**config.mk**
```make
export PLATFORM = sky130hd
export DESIGN_NAME = iq3_lane
export DESIGN_NICKNAME = d
export VERILOG_FILES = /design/src/rtl/core/iq3_pkg.sv /design/src/rtl/core/iq3_lane.sv
export SDC_FILE = /design/constraint.sdc
export NUM_CORES = 2
export LEC_CHECK = 0
export BUFFER_PORTS_ARGS = -buffer_cell sky130_fd_sc_hd__buf_4
export CELL_PAD_IN_SITES_DETAIL_PLACEMENT = 1
export CELL_PAD_IN_SITES_GLOBAL_PLACEMENT = 2
export CORE_MARGIN = 2
export CORE_UTILIZATION = 43
export DETAILED_ROUTE_END_ITERATION = 8
export PLACE_DENSITY = 0.95
export SYNTH_ARGS = -nofsm -noshare
export SYNTH_HDL_FRONTEND = slang
export SYNTH_SLANG_ARGS = --single-unit
export TNS_END_PERCENT = 1
```
**constraint.sdc**
```tcl
create_clock -name clk -period 7.89 [get_ports clk]
set_clock_uncertainty 0.1 [all_clocks]
set_input_delay 0.3945 -clock clk [delete_from_list [all_inputs] [get_ports clk]]
set_output_delay 0.3945 -clock clk [all_outputs]
set_load 0.05 [all_outputs]
```
**src/rtl/core/iq3_pkg.sv**
```systemverilog
// ----------------------------------------------------------------------------
// iq3_pkg
// Shared widths, types, grid table and saturating helpers for the IQ3_XXS
// dequantise-and-dot-product engine.
// ----------------------------------------------------------------------------
package iq3_pkg;

  // Field and datapath widths
  localparam int ACT_WIDTH = 16;              // activation width, 8 frac bits
  localparam int LANES     = 4;               // weights per beat
  localparam int D_W       = 32;              // block scale, Q7.24
  localparam int MAG_W     = 8;               // grid magnitude byte
  localparam int LS_W      = 5;               // odd group scale 2g+1
  localparam int LW_W      = 12;              // signed ls * w, |x| <= 31*62
  localparam int DW_W      = D_W + LW_W;      // d * ls * w
  localparam int PROD_W    = DW_W + ACT_WIDTH;
  localparam int ACC_W     = 64;
  localparam int EXT_W     = (PROD_W > ACC_W) ? PROD_W : ACC_W + 1;

  typedef logic signed [ACT_WIDTH-1:0] act_t;
  typedef logic signed [ACC_W-1:0]     acc_t;

  // Per-stage load enables shared by all lanes
  typedef struct packed {
    logic en_s1;
    logic en_s2;
    logic en_s3;
  } lane_ctl_t;

  // Beat sitting in front of the accumulator
  typedef struct packed {
    logic valid;
    logic last;
  } merge_ctl_t;

  typedef struct packed {
    logic ovf;
    acc_t sum;
  } sat_res_t;

  localparam acc_t ACC_MAX = 64'sh7FFF_FFFF_FFFF_FFFF;
  localparam acc_t ACC_MIN = 64'sh8000_0000_0000_0000;

  // 256-entry grid: four 8-bit magnitudes per index, weight 0 in the low byte
  localparam logic [31:0] GRID_ROM [0:255] = '{
    32'h04040404, 32'h04040414, 32'h04040424, 32'h04040c0c,
    32'h04040c1c, 32'h04040c3e, 32'h04041404, 32'h04041414,
    32'h04041c0c, 32'h04042414, 32'h04043e1c, 32'h04043e2c,
    32'h040c040c, 32'h040c041c, 32'h040c0c04, 32'h040c0c14,
    32'h040c140c, 32'h040c142c, 32'h040c1c04, 32'h040c1c14,
    32'h040c240c, 32'h040c2c24, 32'h040c3e04, 32'h04140404,
    32'h04140414, 32'h04140424, 32'h04140c0c, 32'h04141404,
    32'h04141414, 32'h04141c0c, 32'h04141c1c, 32'h04141c3e,
    32'h04142c0c, 32'h04142c3e, 32'h04143e2c, 32'h041c040c,
    32'h041c043e, 32'h041c0c04, 32'h041c0c14, 32'h041c142c,
    32'h041c3e04, 32'h04240c1c, 32'h04241c3e, 32'h04242424,
    32'h04242c3e, 32'h04243e1c, 32'h04243e2c, 32'h042c040c,
    32'h042c043e, 32'h042c1c14, 32'h042c2c14, 32'h04341c2c,
    32'h04343424, 32'h043e0c04, 32'h043e0c24, 32'h043e0c34,
    32'h043e241c, 32'h043e340c, 32'h0c04040c, 32'h0c04041c,
    32'h0c040c04, 32'h0c040c14, 32'h0c04140c, 32'h0c04141c,
    32'h0c041c04, 32'h0c041c14, 32'h0c041c24, 32'h0c04243e,
    32'h0c042c04, 32'h0c0c0404, 32'h0c0c0414, 32'h0c0c0c0c,
    32'h0c0c1404, 32'h0c0c1414, 32'h0c14040c, 32'h0c14041c,
    32'h0c140c04, 32'h0c140c14, 32'h0c14140c, 32'h0c141c04,
    32'h0c143e14, 32'h0c1c0404, 32'h0c1c0414, 32'h0c1c1404,
    32'h0c1c1c0c, 32'h0c1c2434, 32'h0c1c3434, 32'h0c24040c,
    32'h0c24042c, 32'h0c242c04, 32'h0c2c1404, 32'h0c2c1424,
    32'h0c2c2434, 32'h0c2c3e0c, 32'h0c34042c, 32'h0c3e1414,
    32'h0c3e2404, 32'h14040404, 32'h14040414, 32'h14040c0c,
    32'h14040c1c, 32'h14041404, 32'h14041414, 32'h14041434,
    32'h14041c0c, 32'h14042414, 32'h140c040c, 32'h140c041c,
    32'h140c042c, 32'h140c0c04, 32'h140c0c14, 32'h140c140c,
    32'h140c1c04, 32'h140c341c, 32'h140c343e, 32'h140c3e04,
    32'h14140404, 32'h14140414, 32'h14140c0c, 32'h14140c3e,
    32'h14141404, 32'h14141414, 32'h14141c3e, 32'h14142404,
    32'h14142c2c, 32'h141c040c, 32'h141c0c04, 32'h141c0c24,
    32'h141c3e04, 32'h141c3e24, 32'h14241c2c, 32'h14242c1c,
    32'h142c041c, 32'h142c143e, 32'h142c240c, 32'h142c3e24,
    32'h143e040c, 32'h143e041c, 32'h143e0c34, 32'h143e242c,
    32'h1c04040c, 32'h1c040c04, 32'h1c040c14, 32'h1c04140c,
    32'h1c04141c, 32'h1c042c04, 32'h1c04342c, 32'h1c043e14,
    32'h1c0c0404, 32'h1c0c0414, 32'h1c0c1404, 32'h1c0c1c0c,
    32'h1c0c2424, 32'h1c0c2434, 32'h1c14040c, 32'h1c14041c,
    32'h1c140c04, 32'h1c14142c, 32'h1c142c14, 32'h1c143e14,
    32'h1c1c0c0c, 32'h1c1c1c1c, 32'h1c241c04, 32'h1c24243e,
    32'h1c243e14, 32'h1c2c0404, 32'h1c2c0434, 32'h1c2c1414,
    32'h1c2c2c2c, 32'h1c340c24, 32'h1c341c34, 32'h1c34341c,
    32'h1c3e1c1c, 32'h1c3e3404, 32'h24040424, 32'h24040c3e,
    32'h24041c2c, 32'h24041c3e, 32'h24042c1c, 32'h24042c3e,
    32'h240c3e24, 32'h24141404, 32'h24141c3e, 32'h24142404,
    32'h24143404, 32'h24143434, 32'h241c043e, 32'h241c242c,
    32'h24240424, 32'h24242c0c, 32'h24243424, 32'h242c142c,
    32'h242c241c, 32'h242c3e04, 32'h243e042c, 32'h243e0c04,
    32'h243e0c14, 32'h243e1c04, 32'h2c040c14, 32'h2c04240c,
    32'h2c043e04, 32'h2c0c0404, 32'h2c0c0434, 32'h2c0c1434,
    32'h2c0c2c2c, 32'h2c140c24, 32'h2c141c14, 32'h2c143e14,
    32'h2c1c0414, 32'h2c1c2c1c, 32'h2c240c04, 32'h2c24141c,
    32'h2c24143e, 32'h2c243e14, 32'h2c2c0414, 32'h2c2c1c0c,
    32'h2c342c04, 32'h2c3e1424, 32'h2c3e2414, 32'h34041424,
    32'h34042424, 32'h34042434, 32'h34043424, 32'h340c140c,
    32'h340c340c, 32'h34140c3e, 32'h34143424, 32'h341c1c04,
    32'h341c1c34, 32'h34242424, 32'h342c042c, 32'h342c2c14,
    32'h34341c1c, 32'h343e041c, 32'h343e140c, 32'h3e04041c,
    32'h3e04042c, 32'h3e04043e, 32'h3e040c04, 32'h3e041c14,
    32'h3e042c14, 32'h3e0c1434, 32'h3e0c2404, 32'h3e140c14,
    32'h3e14242c, 32'h3e142c14, 32'h3e1c0404, 32'h3e1c0c2c,
    32'h3e1c1c1c, 32'h3e1c3404, 32'h3e24140c, 32'h3e24240c,
    32'h3e2c0404, 32'h3e2c0414, 32'h3e2c1424, 32'h3e341c04
  };

  // Saturating 64-bit add, flags a clamp
  function automatic sat_res_t sat_add(input acc_t a, input acc_t b);
    logic signed [ACC_W:0] s;
    sat_res_t r;
    s = {a[ACC_W-1], a} + {b[ACC_W-1], b};
    r.ovf = s[ACC_W] ^ s[ACC_W-1];
    if (r.ovf) begin
      r.sum = s[ACC_W] ? ACC_MIN : ACC_MAX;
    end else begin
      r.sum = s[ACC_W-1:0];
    end
    return r;
  endfunction

endpackage

```
**src/rtl/core/iq3_lane.sv**
```systemverilog
// ----------------------------------------------------------------------------
// iq3_lane
// One weight lane: signed ls*w, times block scale, times activation, then
// clamp of the product to 64 bits. Three register stages.
// ----------------------------------------------------------------------------
module iq3_lane (
  input  logic                        clk,
  input  iq3_pkg::lane_ctl_t          ctl,
  input  logic [iq3_pkg::MAG_W-1:0]   mag,
  input  logic                        neg,
  input  logic [iq3_pkg::LS_W-1:0]    ls,
  input  iq3_pkg::act_t               act,
  input  logic signed [iq3_pkg::D_W-1:0] d_s1,
  output iq3_pkg::acc_t               prod,
  output logic                        prod_ovf
);
  import iq3_pkg::*;

  localparam logic signed [EXT_W-1:0] P_MAX = EXT_W'(ACC_MAX);
  localparam logic signed [EXT_W-1:0] P_MIN = EXT_W'(ACC_MIN);

  logic signed [LW_W-1:0]   ls_s, w_s, lw_nxt, lw_r;
  act_t                     act1_r, act2_r;
  logic signed [DW_W-1:0]   dw_r;
  logic signed [PROD_W-1:0] p_full;
  logic signed [EXT_W-1:0]  p_ext;
  acc_t                     prod_r;
  logic                     ovf_r;

  // Stage 1: signed weight times odd group scale
  always_comb begin
    ls_s   = LW_W'(signed'({1'b0, ls}));
    w_s    = neg ? -LW_W'(signed'({1'b0, mag})) : LW_W'(signed'({1'b0, mag}));
    lw_nxt = ls_s * w_s;
  end

  always_ff @(posedge clk) begin
    if (ctl.en_s1) begin
      lw_r   <= lw_nxt;
      act1_r <= act;
    end
  end

  // Stage 2: block scale
  always_ff @(posedge clk) begin
    if (ctl.en_s2) begin
      dw_r   <= DW_W'(d_s1) * DW_W'(lw_r);
      act2_r <= act1_r;
    end
  end

  // Stage 3: activation product, clamped to the accumulator range
  always_comb begin
    p_full = PROD_W'(dw_r) * PROD_W'(act2_r);
    p_ext  = EXT_W'(p_full);
  end

  always_ff @(posedge clk) begin
    if (ctl.en_s3) begin
      if (p_ext > P_MAX) begin
        prod_r <= ACC_MAX;
        ovf_r  <= 1'b1;
      end else if (p_ext < P_MIN) begin
        prod_r <= ACC_MIN;
        ovf_r  <= 1'b1;
      end else begin
        prod_r <= p_ext[ACC_W-1:0];
        ovf_r  <= 1'b0;
      end
    end
  end

  assign prod     = prod_r;
  assign prod_ovf = ovf_r;

endmodule

```
==> results.tsv <==
stage	metric	value	unit
detailed_routing	initial DRC count	1659	
clocking	CTS Sinks	150	
timing	min cycle time layout	7.665	ns
outcome	outcome	finished, final reports clean	
global_route	GR Util All Layers	24.45	%
synth	number of synthesized flops with an enable pin	150	
placed_design	PortBufs	130	
die	Starting Density	43.29	%
setup_path	CP Data Required Time	8.07	ns
detailed_routing	WL met1	49280	µm
finish	area delta synth->final	8.041	%
detailed_routing	via count	30530	
timing	RSZ-0062 raised after global routing	yes	
timing	f_max	0.1305	GHz
synth	syn nets	5908	
detailed_routing	top sig layer	met5	
clocking	Clock Latency Late Sink	0.53	ns
die	die height	318.5	µm
global_route	antenna violations before repair	3	
timing	final setup margin	0.2252	ns
timing	Final setup viols	0	
die	Die W	318.5	µm
detailed_routing	drt wl/cell	19.97	µm
placed_design	DP Area	45080	µm²
die	Die Footprint	101500	µm²
synth	post-synthesis sequential area ratio	10.59	%
placed_design	post-DP HPWL	98250	µm
setup_path	worst-path fanout max	16	
clocking	htree depth	4	
global_route	pin count of the biggest net entering global routing	58	
timing	Slew @ Worst Pin	0.8776	ns
setup_path	CP Data Arrival Time	7.84	ns
die	CORE AREA	98280	µm²
global_route	Overflow after GRT	0	
synth	Synth warnings	0	
finish	final instance area	45960	µm²
clocking	Num CTS Buffers	17	
finish	share of cells above drive strength 1	5.931	%
synth	Distinct cells, synth	66	
timing	Final Hold Viols	0	
synth	synthesized area	42540	µm²
global_route	first-pass GRT wire length	192500	µm
finish	fin nets	5955	
flow_run	Max Cap Viol	0	
finish	ANT cells	0	
setup_path	R2R Setup Slk	0.23	ns
timing	Slew headroom	41.50	%
detailed_routing	routed wl met2	57980	µm
die	number of I/O pins	131	
clocking	Max clock buf depth	2	
placed_design	GPL Wtd Cong	0.8799	
timing	Pins Over Slew Limit	0	
synth	share of flip-flops with an asynchronous set or reset	0	%
synth	Mapped Cells	4577	
global_route	vias in the first global route	35870	
clocking	root buffer cell	clkbuf_16	
detailed_routing	Remaining DRCs	0	
detailed_routing	TritonRoute pass-1 iters	5	
die	# rows	115	
detailed_routing	post-route ant nets	0	
detailed_routing	Via-to-Cell Ratio	5.153	
worst_hold_path	worst hold path type	input port to flop	
timing	final period utilization	97.15	%
detailed_routing	DRT Wirelength	118300	µm
setup_path	Worst Setup Start Kind	flop	
timing	hold slack	0.1500	ns
clocking	CTS clk-pin slew, worst paths	0.09	ns
setup_path	crit end category	flop	
synth	synthesized flop and latch total	150	
setup_path	Setup CP Type	flop to flop	
clocking	TritonCTS clock tree	built	
detailed_routing	routed wl met3	7723	µm
synth	Post-synth top flop	edfxtp_1	
synth	Post-Syn Area per Cell	9.294	µm²
placed_design	dpl ws	-0.1365	ns
layout by cell type (no fill, tap or decap), types with 13 or more instances in the layout:
cell type      netlist  final
o21ai_0             54     51
nand3_1             16     16
dlygate4sd3_1        0     17
edfxtp_1           150    150
and2_1             359    359
xnor2_1             96     96
clkbuf_16            0     17
nand2_1            764    764
nand4_1             15     15
nor2_1              90     90
a31oi_1             13     13
fa_1              1015   1015
inv_1             1173   1173
ha_1               250    250
buf_4                3    212
nand2b_1            48     48
o21bai_1            23     23
xor2_1              28     28
a21oi_1             88     88
a21o_1              41     41
o21a_1              20     20
final timing paths:
path                                 from   endpoint  cells after the start
worst max-delay path              dw_r[4]   prod[52]                     21
worst min-delay path               ctl[0]    prod[0]                      1
worst max register to register    dw_r[4]   prod[52]                     21
worst min register to register  act1_r[8]  act2_r[8]                      0
layer usage:
metal / vias up / track usage, %
met5: - / 0
met2: 844 / 41.72
met3: 198 / 4.935
met4: 2 / 8.015
met1: 16090 / 31.15
li1: 13400 / -
final cells by class:
class | count | area (µm²)
Timing Repair Buffer | 241 | 1984
Fill cell | 11300 | 52320
Sequential cell | 150 | 4504
Inverter | 1174 | 4407
Tap cell | 1287 | 1610
Clock inverter | 15 | 176.4
Clock buffer | 17 | 425.4
Multi-Input combinational cell | 3040 | 32850
registers in the layout, summed over array words and instances (netlist names):
| signal | flops |
|---|---|
| act1_r | 16 |
| dw_r | 44 |
| lw_r | 12 |
| act2_r | 16 |
| prod | 61 |
| prod_ovf | 1 |
per-stage QoR:
stage | utilization, % | TNS, ns | cells
floorplan | - | 0 | 4577
global placement | 45.87 | -0.07716 | 5869
detailed placement | 45.87 | -0.3799 | 5869
CTS | 46.69 | 0 | 5920
global route | 46.77 | -0.07975 | 5924
finish | 46.77 | 0 | 5924
repair_timing:
| action | in CTS | in global routing |
|---|---|---|
| hold endpoints to repair | 19 | 0 |
| endpoints found under the setup margin | 6 | 9 |
| setup buffers | 2 | 4 |
| resized for setup | 3 | 9 |
| hold buffers | 17 | 0 |
| gates cloned | 0 | 0 |
| pin swaps | 1 | 1 |
worst max-delay path, cell delays in order (launching register included):
cell and delay (ns):
edfxtp_1 0.68, and2_1 0.33, fa_1 0.53, inv_1 0.07
fa_1 0.40, fa_1 0.51, fa_1 0.54, inv_1 0.05
fa_1 0.53, inv_1 0.06, fa_1 0.53, inv_1 0.04
ha_1 0.38, a21oi_1 0.12, nand3_1 0.13, nor4b_2 0.09
or3_4 0.39, o41a_4 0.42, o31ai_4 0.44, a41oi_4 0.24
o31a_1 0.44, o311a_1 0.36
cell usage after synthesis (7+ instances only):
cell type	instances	area [µm²]
nor2b_1	12	75.07
xnor2_1	96	840.8
a21o_1	41	307.8
xor2_1	28	245.2
fa_1	1015	20320
nand2_1	764	2868
or3_1	7	43.79
o21bai_1	23	172.7
a31oi_1	13	81.33
clkbuf_1	206	773.2
o21ai_0	54	270.3
inv_1	1173	4403
ha_1	250	3128
edfxtp_1	150	4504
nor2_1	90	337.8
o21a_1	20	150.1
nand2b_1	48	300.3
o31a_1	7	61.31
nor3_1	12	60.06
and2_1	359	2246
o31ai_1	7	52.55
and3_1	10	62.56
a21oi_1	88	440.4
nand4_1	15	93.84
nand3_1	16	80.08
kinds of logic (layout without fill, tap and decap cells):
logic type                 after synthesis  count (layout)  share of synthesized area [%]
buffers and inverters                 1387            1447                          12.28
other                                    1               1                       0.008815
AOI/OAI and AO/OA                      298             298                          4.594
and+or+nand+nor                       1352            1352                          14.85
xor gates and xnor gates               124             124                          2.553
DFF                                    150             150                          10.59
adders and majority gates             1265            1265                          55.12
Power is left out: the tool's default activity adds up to more than one toggle a clock period on the data nets, which glitch-free logic cannot reach.
