===== src/rtl/core/iq3_pkg.sv =====
// ----------------------------------------------------------------------------
// iq3_pkg
// Shared widths, types, grid table and saturating helpers for the IQ3_XXS
// dequantise-and-dot-product engine.
// ----------------------------------------------------------------------------
package iq3_pkg;

  // Field and datapath widths
  localparam int ACT_WIDTH = 16;              // activation width, 8 frac bits
  localparam int LANES     = 4;               // weights per beat
  localparam int D_W       = 32;              // block scale, Q7.24
  localparam int MAG_W     = 8;               // grid magnitude byte
  localparam int LS_W      = 5;               // odd group scale 2g+1
  localparam int LW_W      = 12;              // signed ls * w, |x| <= 31*62
  localparam int DW_W      = D_W + LW_W;      // d * ls * w
  localparam int PROD_W    = DW_W + ACT_WIDTH;
  localparam int ACC_W     = 64;
  localparam int EXT_W     = (PROD_W > ACC_W) ? PROD_W : ACC_W + 1;

  typedef logic signed [ACT_WIDTH-1:0] act_t;
  typedef logic signed [ACC_W-1:0]     acc_t;

  // Per-stage load enables shared by all lanes
  typedef struct packed {
    logic en_s1;
    logic en_s2;
    logic en_s3;
  } lane_ctl_t;

  // Beat sitting in front of the accumulator
  typedef struct packed {
    logic valid;
    logic last;
  } merge_ctl_t;

  typedef struct packed {
    logic ovf;
    acc_t sum;
  } sat_res_t;

  localparam acc_t ACC_MAX = 64'sh7FFF_FFFF_FFFF_FFFF;
  localparam acc_t ACC_MIN = 64'sh8000_0000_0000_0000;

  // 256-entry grid: four 8-bit magnitudes per index, weight 0 in the low byte
  localparam logic [31:0] GRID_ROM [0:255] = '{
    32'h04040404, 32'h04040414, 32'h04040424, 32'h04040c0c,
    32'h04040c1c, 32'h04040c3e, 32'h04041404, 32'h04041414,
    32'h04041c0c, 32'h04042414, 32'h04043e1c, 32'h04043e2c,
    32'h040c040c, 32'h040c041c, 32'h040c0c04, 32'h040c0c14,
    32'h040c140c, 32'h040c142c, 32'h040c1c04, 32'h040c1c14,
    32'h040c240c, 32'h040c2c24, 32'h040c3e04, 32'h04140404,
    32'h04140414, 32'h04140424, 32'h04140c0c, 32'h04141404,
    32'h04141414, 32'h04141c0c, 32'h04141c1c, 32'h04141c3e,
    32'h04142c0c, 32'h04142c3e, 32'h04143e2c, 32'h041c040c,
    32'h041c043e, 32'h041c0c04, 32'h041c0c14, 32'h041c142c,
    32'h041c3e04, 32'h04240c1c, 32'h04241c3e, 32'h04242424,
    32'h04242c3e, 32'h04243e1c, 32'h04243e2c, 32'h042c040c,
    32'h042c043e, 32'h042c1c14, 32'h042c2c14, 32'h04341c2c,
    32'h04343424, 32'h043e0c04, 32'h043e0c24, 32'h043e0c34,
    32'h043e241c, 32'h043e340c, 32'h0c04040c, 32'h0c04041c,
    32'h0c040c04, 32'h0c040c14, 32'h0c04140c, 32'h0c04141c,
    32'h0c041c04, 32'h0c041c14, 32'h0c041c24, 32'h0c04243e,
    32'h0c042c04, 32'h0c0c0404, 32'h0c0c0414, 32'h0c0c0c0c,
    32'h0c0c1404, 32'h0c0c1414, 32'h0c14040c, 32'h0c14041c,
    32'h0c140c04, 32'h0c140c14, 32'h0c14140c, 32'h0c141c04,
    32'h0c143e14, 32'h0c1c0404, 32'h0c1c0414, 32'h0c1c1404,
    32'h0c1c1c0c, 32'h0c1c2434, 32'h0c1c3434, 32'h0c24040c,
    32'h0c24042c, 32'h0c242c04, 32'h0c2c1404, 32'h0c2c1424,
    32'h0c2c2434, 32'h0c2c3e0c, 32'h0c34042c, 32'h0c3e1414,
    32'h0c3e2404, 32'h14040404, 32'h14040414, 32'h14040c0c,
    32'h14040c1c, 32'h14041404, 32'h14041414, 32'h14041434,
    32'h14041c0c, 32'h14042414, 32'h140c040c, 32'h140c041c,
    32'h140c042c, 32'h140c0c04, 32'h140c0c14, 32'h140c140c,
    32'h140c1c04, 32'h140c341c, 32'h140c343e, 32'h140c3e04,
    32'h14140404, 32'h14140414, 32'h14140c0c, 32'h14140c3e,
    32'h14141404, 32'h14141414, 32'h14141c3e, 32'h14142404,
    32'h14142c2c, 32'h141c040c, 32'h141c0c04, 32'h141c0c24,
    32'h141c3e04, 32'h141c3e24, 32'h14241c2c, 32'h14242c1c,
    32'h142c041c, 32'h142c143e, 32'h142c240c, 32'h142c3e24,
    32'h143e040c, 32'h143e041c, 32'h143e0c34, 32'h143e242c,
    32'h1c04040c, 32'h1c040c04, 32'h1c040c14, 32'h1c04140c,
    32'h1c04141c, 32'h1c042c04, 32'h1c04342c, 32'h1c043e14,
    32'h1c0c0404, 32'h1c0c0414, 32'h1c0c1404, 32'h1c0c1c0c,
    32'h1c0c2424, 32'h1c0c2434, 32'h1c14040c, 32'h1c14041c,
    32'h1c140c04, 32'h1c14142c, 32'h1c142c14, 32'h1c143e14,
    32'h1c1c0c0c, 32'h1c1c1c1c, 32'h1c241c04, 32'h1c24243e,
    32'h1c243e14, 32'h1c2c0404, 32'h1c2c0434, 32'h1c2c1414,
    32'h1c2c2c2c, 32'h1c340c24, 32'h1c341c34, 32'h1c34341c,
    32'h1c3e1c1c, 32'h1c3e3404, 32'h24040424, 32'h24040c3e,
    32'h24041c2c, 32'h24041c3e, 32'h24042c1c, 32'h24042c3e,
    32'h240c3e24, 32'h24141404, 32'h24141c3e, 32'h24142404,
    32'h24143404, 32'h24143434, 32'h241c043e, 32'h241c242c,
    32'h24240424, 32'h24242c0c, 32'h24243424, 32'h242c142c,
    32'h242c241c, 32'h242c3e04, 32'h243e042c, 32'h243e0c04,
    32'h243e0c14, 32'h243e1c04, 32'h2c040c14, 32'h2c04240c,
    32'h2c043e04, 32'h2c0c0404, 32'h2c0c0434, 32'h2c0c1434,
    32'h2c0c2c2c, 32'h2c140c24, 32'h2c141c14, 32'h2c143e14,
    32'h2c1c0414, 32'h2c1c2c1c, 32'h2c240c04, 32'h2c24141c,
    32'h2c24143e, 32'h2c243e14, 32'h2c2c0414, 32'h2c2c1c0c,
    32'h2c342c04, 32'h2c3e1424, 32'h2c3e2414, 32'h34041424,
    32'h34042424, 32'h34042434, 32'h34043424, 32'h340c140c,
    32'h340c340c, 32'h34140c3e, 32'h34143424, 32'h341c1c04,
    32'h341c1c34, 32'h34242424, 32'h342c042c, 32'h342c2c14,
    32'h34341c1c, 32'h343e041c, 32'h343e140c, 32'h3e04041c,
    32'h3e04042c, 32'h3e04043e, 32'h3e040c04, 32'h3e041c14,
    32'h3e042c14, 32'h3e0c1434, 32'h3e0c2404, 32'h3e140c14,
    32'h3e14242c, 32'h3e142c14, 32'h3e1c0404, 32'h3e1c0c2c,
    32'h3e1c1c1c, 32'h3e1c3404, 32'h3e24140c, 32'h3e24240c,
    32'h3e2c0404, 32'h3e2c0414, 32'h3e2c1424, 32'h3e341c04
  };

  // Saturating 64-bit add, flags a clamp
  function automatic sat_res_t sat_add(input acc_t a, input acc_t b);
    logic signed [ACC_W:0] s;
    sat_res_t r;
    s = {a[ACC_W-1], a} + {b[ACC_W-1], b};
    r.ovf = s[ACC_W] ^ s[ACC_W-1];
    if (r.ovf) begin
      r.sum = s[ACC_W] ? ACC_MIN : ACC_MAX;
    end else begin
      r.sum = s[ACC_W-1:0];
    end
    return r;
  endfunction

endpackage


===== src/rtl/core/iq3_if.sv =====


interface iq3_out_if;
  import iq3_pkg::*;

  logic valid;
  logic ready;
  acc_t row_sum;
  logic saturated;

  modport source (output valid, row_sum, saturated, input ready);
  modport sink   (input valid, row_sum, saturated, output ready);
endinterface


===== src/rtl/core/iq3_merge.sv =====
// ----------------------------------------------------------------------------
// iq3_merge
// Folds the four lane products into the saturating row accumulator, two ordered
// adds per cycle when not stalled, and holds the row result in the output register.
// ----------------------------------------------------------------------------
module iq3_merge (
  input  logic                 clk,
  input  logic                 rst_n,
  input  iq3_pkg::merge_ctl_t  s3,
  input  iq3_pkg::acc_t        prod [iq3_pkg::LANES],
  input  logic [iq3_pkg::LANES-1:0] prod_ovf,
  output logic                 take,
  iq3_out_if.source            out_ch
);
  import iq3_pkg::*;

  acc_t     acc_r, acc_nxt;
  logic     seen_r, seen_nxt;
  logic     phase_r, phase_nxt;
  logic     out_valid_r, out_valid_nxt;
  acc_t     out_sum_r, out_sum_nxt;
  logic     out_sat_r, out_sat_nxt;
  acc_t     pa, pb;
  logic     pa_ovf, pb_ovf;
  sat_res_t r1, r2;
  logic     flags;
  logic     out_free;

  // Phase 0 takes weights 0 and 1, phase 1 weights 2 and 3
  always_comb begin
    pa     = phase_r ? prod[2] : prod[0];
    pb     = phase_r ? prod[3] : prod[1];
    pa_ovf = phase_r ? prod_ovf[2] : prod_ovf[0];
    pb_ovf = phase_r ? prod_ovf[3] : prod_ovf[1];
    r1     = sat_add(acc_r, pa);
    r2     = sat_add(r1.sum, pb);
    flags  = pa_ovf | pb_ovf | r1.ovf | r2.ovf;
  end

  assign out_free = !out_valid_r || out_ch.ready;
  assign take     = s3.valid && phase_r && (!s3.last || out_free);

  // Accumulator and emit control
  always_comb begin
    acc_nxt       = acc_r;
    seen_nxt      = seen_r;
    phase_nxt     = phase_r;
    out_valid_nxt = out_valid_r && !out_ch.ready;
    out_sum_nxt   = out_sum_r;
    out_sat_nxt   = out_sat_r;
    if (s3.valid && !phase_r) begin
      acc_nxt   = r2.sum;
      seen_nxt  = seen_r | flags;
      phase_nxt = 1'b1;
    end else if (take) begin
      phase_nxt = 1'b0;
      if (s3.last) begin
        out_valid_nxt = 1'b1;
        out_sum_nxt   = r2.sum;
        out_sat_nxt   = seen_r | flags;
        acc_nxt       = '0;
        seen_nxt      = 1'b0;
      end else begin
        acc_nxt  = r2.sum;
        seen_nxt = seen_r | flags;
      end
    end
  end

  always_ff @(posedge clk) begin
    if (!rst_n) begin
      acc_r       <= '0;
      seen_r      <= 1'b0;
      phase_r     <= 1'b0;
      out_valid_r <= 1'b0;
    end else begin
      acc_r       <= acc_nxt;
      seen_r      <= seen_nxt;
      phase_r     <= phase_nxt;
      out_valid_r <= out_valid_nxt;
    end
  end

  // Result payload
  always_ff @(posedge clk) begin
    out_sum_r <= out_sum_nxt;
    out_sat_r <= out_sat_nxt;
  end

  assign out_ch.valid     = out_valid_r;
  assign out_ch.row_sum   = out_sum_r;
  assign out_ch.saturated = out_sat_r;

endmodule


===== src/flat_wrapper.sv =====
// flat-port wrapper written by rule: the top's interface ports become plain ports
module iq3_merge_flat import iq3_pkg::*;
  (clk, rst_n, s3, prod, prod_ovf, take, out_ch_valid, out_ch_row_sum, out_ch_saturated, out_ch_ready);
  iq3_out_if out_ch_i ();
  input  logic clk;
  input  logic rst_n;
  input  iq3_pkg::merge_ctl_t s3;
  input  iq3_pkg::acc_t prod[iq3_pkg::LANES];
  input  logic [iq3_pkg::LANES-1:0] prod_ovf;
  output logic take;
  output wire logic [$bits(out_ch_i.valid)-1:0] out_ch_valid;
  output wire logic [$bits(out_ch_i.row_sum)-1:0] out_ch_row_sum;
  output wire logic [$bits(out_ch_i.saturated)-1:0] out_ch_saturated;
  input wire logic [$bits(out_ch_i.ready)-1:0] out_ch_ready;
  assign out_ch_valid = out_ch_i.valid;
  assign out_ch_row_sum = out_ch_i.row_sum;
  assign out_ch_saturated = out_ch_i.saturated;
  assign out_ch_i.ready = out_ch_ready;
  iq3_merge u_core (.clk(clk), .rst_n(rst_n), .s3(s3), .prod(prod), .prod_ovf(prod_ovf), .take(take), .out_ch(out_ch_i));
endmodule

===== config.mk =====
export PLATFORM = sky130hd
export DESIGN_NAME = iq3_merge_flat
export DESIGN_NICKNAME = d
export VERILOG_FILES = /design/src/rtl/core/iq3_pkg.sv /design/src/rtl/core/iq3_if.sv /design/src/rtl/core/iq3_merge.sv /design/src/flat_wrapper.sv
export SDC_FILE = /design/constraint.sdc
export NUM_CORES = 1
export LEC_CHECK = 0
export BUFFER_PORTS_ARGS = -buffer_cell sky130_fd_sc_hd__buf_2
export CORE_MARGIN = 2
export CORE_UTILIZATION = 55
export DETAILED_ROUTE_END_ITERATION = 8
export GPL_TIMING_DRIVEN = 0
export PLACE_DENSITY = 0.81
export SYNTH_ARGS = -nofsm -noshare
export SYNTH_HDL_FRONTEND = slang
export SYNTH_SLANG_ARGS = --single-unit

===== constraint.sdc =====
create_clock -name clk -period 13.2 [get_ports clk]
set_input_delay 1.32 -clock clk [delete_from_list [all_inputs] [get_ports clk]]
set_output_delay 1.32 -clock clk [all_outputs]
set_load 0.02 [all_outputs]

==> results by group <==
Floorplanning
  – Die area: 0.0267 sq mm
  – Vertical die dimension: 163 um
  – Core Area: 0.0250 sq mm
  – I/O pin count: 332
  – Horizontal die dimension: 163 um
  – Starting utilization of the core area: 55.7%
  – Number of placement rows: 58

CTS
  – Total clock buffers created by CTS: 17
  – Master cell of the clock root buffer: clkbuf_16
  – Clock Pin Slew Worst Setup and Hold Paths: 70 ps
  – Clk Latency, worst-skew pair: 440 ps
  – Max Root-Sink Buffers: 2
  – Count of cells resized by post-cts repair: 0
  – Number of setup buffers added after CTS: 0
  – Clock sink count: 132
  – CTS Hold Buffers Added: 0
  – Deepest level of the CTS H-tree: 4
  – TritonCTS clock tree: done

Global routing
  – Initial antenna violation count: 0
  – Largest net degree at the start of global routing: 32
  – Congestion Overflow GR: 0
  – Number of global-route vias before repair: 14000
  – Global-route wire length before repair: 75700 um
  – Overall Global Routing Usage: 36.9%

Final layout
  – FILL cells: 2230
  – Commonest non-fill, non-tap cell in the layout: buf_2
  – Signed area change from the synthesized netlist to the final layout: 19.5%
  – Most frequent cells in the layout: buf_2 (341), a21oi_1 (244), o21ai_0 (224)
  – Number of cells in the finished layout apart from fillers: 2407
  – Antenna cell count: 0
  – Summed area of non-filler cells in the final layout: 0.0167 sq mm
  – Layout net count: 2459
  – Fraction of final layout cells sized beyond drive strength 1: 25.9%

Yosys
  – Yosys top cell by area: edfxtp_1
  – Main area contributors after synthesis: edfxtp_1 (14%), ha_1 (11%), mux2_2 (10%), dfxtp_1 (9.6%), a21oi_1 (8.8%)
  – Area of the mapped netlist: 0.0140 sq mm
  – Number of register bits inferred by synthesis: 132
  – Synth warn: 0
  – Sequential fraction of the synthesis area: 23.6%
  – Number of distinct library cell variants in the gate-level netlist after synthesis: 73
  – Post-Synthesis Net Count: 2106
  – Async set or reset register ratio after synthesis: 0%
  – Top-area cell type share of the netlist area: 14.0%
  – Most used DFF post-synth: dfxtp_1
  – Post-Synthesis Cells: 1711
  – Number of synthesized flops with an enable pin: 65
  – Mean instance size in the synthesized netlist: 8.16 sq um

Min path
  – Endpoint with the worst hold slack: u_core.acc_r[61]
  – Hold Crit Depth: 2
  – Hold crit path type: reg -> reg
  – Hold Path Origin: u_core.acc_r[61]

Routing
  – Iteration-0 DRC count of the detailed router: 1288
  – Total Routed Length: 50500 um
  – Remaining antenna violation count: 0
  – DRC violations left: 0
  – Drt via density: 6.22
  – Number of search-and-repair iterations in the first detailed-routing pass: 7
  – Detail-routed net length per standard cell: 21.0 um
  – Vias post-DR: 15000

STA
  – Pins Over Slew Limit: 0
  – Worst max-slew margin expressed relative to the limit: 24.6%
  – Setup TNS: 0 ps
  – Endpoints failing hold: 0
  – RSZ-0062 raised after global routing: no
  – Share of the clock period used by the worst path: 91.4%
  – Largest clock skew in the final design: 14.8 ps
  – Actual transition at the worst max-transition pin: 1130 ps
  – FMAX: 82.9 MHz
  – Hold Slack: 480 ps
  – Final setup viols: 0
  – Shortest period the worst path allows: 12070 ps

Setup path
  – Crit-path max cell delay: 840 ps
  – Slack of the worst reg-to-reg path: 1130 ps
  – Startpoint of the most critical register-to-register path: u_core.phase_r
  – Crit path required time: 13320 ps
  – Arrival time worst endpoint: 12190 ps
  – Launching instance or port of the critical path: u_core.phase_r
  – Classification of the worst setup path: reg -> reg
  – Sum of buffers and inverters on the critical path: 7
  – Critical-path maximum fanout: 10
  – Cell class contributing the biggest share of worst-path delay: buffers and inverters
  – Worst r2r path cells: 33
  – CP max-delay cell: clkbuf_1
  – Most frequent CP cell: clkbuf_1
  – Startpoint class of the critical path: register
  – Critical register-to-register path endpoint: u_core.out_ch.row_sum[3]
  – Kind of end point of the critical path: register

Job
  – Reported max-cap violation count: 0

Status
  – Run status: completed

Placement
  – Total placed cells including tap cells: 2375
  – Gp weighted congestion: 1.01
  – Instance area after placement: 0.0161 sq mm
  – Half-perimeter wire length of the detailed placement result: 41300 um
  – # port buffers: 331
[layer usage]
layer / vias to the layer above / track usage (%) / routed length, um
met5: - / 0 / 0
met4: 0 / 15.5 / 2110
met2: 736 / 59.8 / 23000
met1: 7021 / 48.1 / 21300
met3: 123 / 7.16 / 4160
li1: 7095 / - / -
[layout make-up]
cell class / instances / area, sq um / share of cell area (%)
repair buffers: 334 / 1710 / 10.3
plain buffers: 107 / 433 / 2.60
clock buffers: 21 / 462 / 2.77
well taps: 330 / 413 / 2.48
multi-input cells: 1437 / 10100 / 60.6
clock inverters: 11 / 130 / 0.780
flip-flops and latches: 132 / 3290 / 19.7
inverters: 35 / 131 / 0.788
[sequential cells by signal, summed over array words and instances, names as in the netlist]
signal,flops
u_core.phase_r,1
u_core.out_ch.row_sum,64
u_core.out_ch.valid,1
u_core.acc_r,64
u_core.seen_r,1
u_core.out_ch.saturated,1
[Yosys cell counts, types with 4 or more instances]
| cell type | n |
|---|---|
| o31a_1 | 6 |
| mux2_2 | 130 |
| nor2_1 | 85 |
| maj3_1 | 4 |
| o211ai_1 | 14 |
| nor2b_1 | 15 |
| and3_1 | 9 |
| o21a_1 | 18 |
| buf_2 | 10 |
| a211oi_1 | 7 |
| a21o_1 | 67 |
| and2_1 | 8 |
| nor4_1 | 5 |
| a21oi_2 | 11 |
| inv_1 | 35 |
| nand4_1 | 37 |
| o2111ai_1 | 4 |
| xnor2_1 | 65 |
| clkbuf_1 | 91 |
| a31oi_1 | 17 |
| xor2_1 | 58 |
| o21bai_1 | 16 |
| o31ai_1 | 9 |
| a21oi_1 | 244 |
| or3_1 | 5 |
| a21boi_0 | 10 |
| nor3_1 | 19 |
| nand2_1 | 109 |
| ha_1 | 128 |
| nand3_1 | 31 |
| dfxtp_1 | 67 |
| nand2b_1 | 15 |
| edfxtp_1 | 65 |
| o21ai_0 | 224 |
[worst min-delay path: stages (launching register included)]
cell and delay, ps:
dfxtp_1 330, a21oi_1 60, o21ai_0 60
[kinds of logic (layout without fill, tap and decap cells)]
group	Yosys count	in the layout	synth area share, %
multiplexers	131	131	10.6
flip-flops	132	132	23.6
buffers and inverters	142	508	4.04
AND/OR/NAND/NOR	355	355	12.2
adder cells (fa/ha/maj)	134	134	12.1
AO/OA/AOI/OAI	693	693	29.6
XOR/XNOR	124	124	7.92
[worst max path at each step]
stage | to | slack [ps] | depth (start not counted)
after detailed placement | u_core.out_ch.row_sum[3] | 1570 | 33
after CTS | u_core.out_ch.row_sum[3] | 1480 | 33
after global placement | u_core.acc_r[41] | 1050 | 34
after global routing | u_core.out_ch.row_sum[3] | 820 | 33
after floorplan | u_core.out_ch.row_sum[51] | 5320 | 30
final | u_core.out_ch.row_sum[3] | 1130 | 33
[stage by stage]
| step | worst slack (ps) | util (%) |
|---|---|---|
| after floorplan | 5320 | - |
| after global placement | 1050 | 64.0 |
| after detailed placement | 1570 | 64.3 |
| after CTS | 1480 | 66.6 |
| after global routing | 817 | 66.6 |
| final | 1130 | 66.6 |
Power is left out: the tool's default activity adds up to more than one toggle a clock period on the data nets, which glitch-free logic cannot reach.
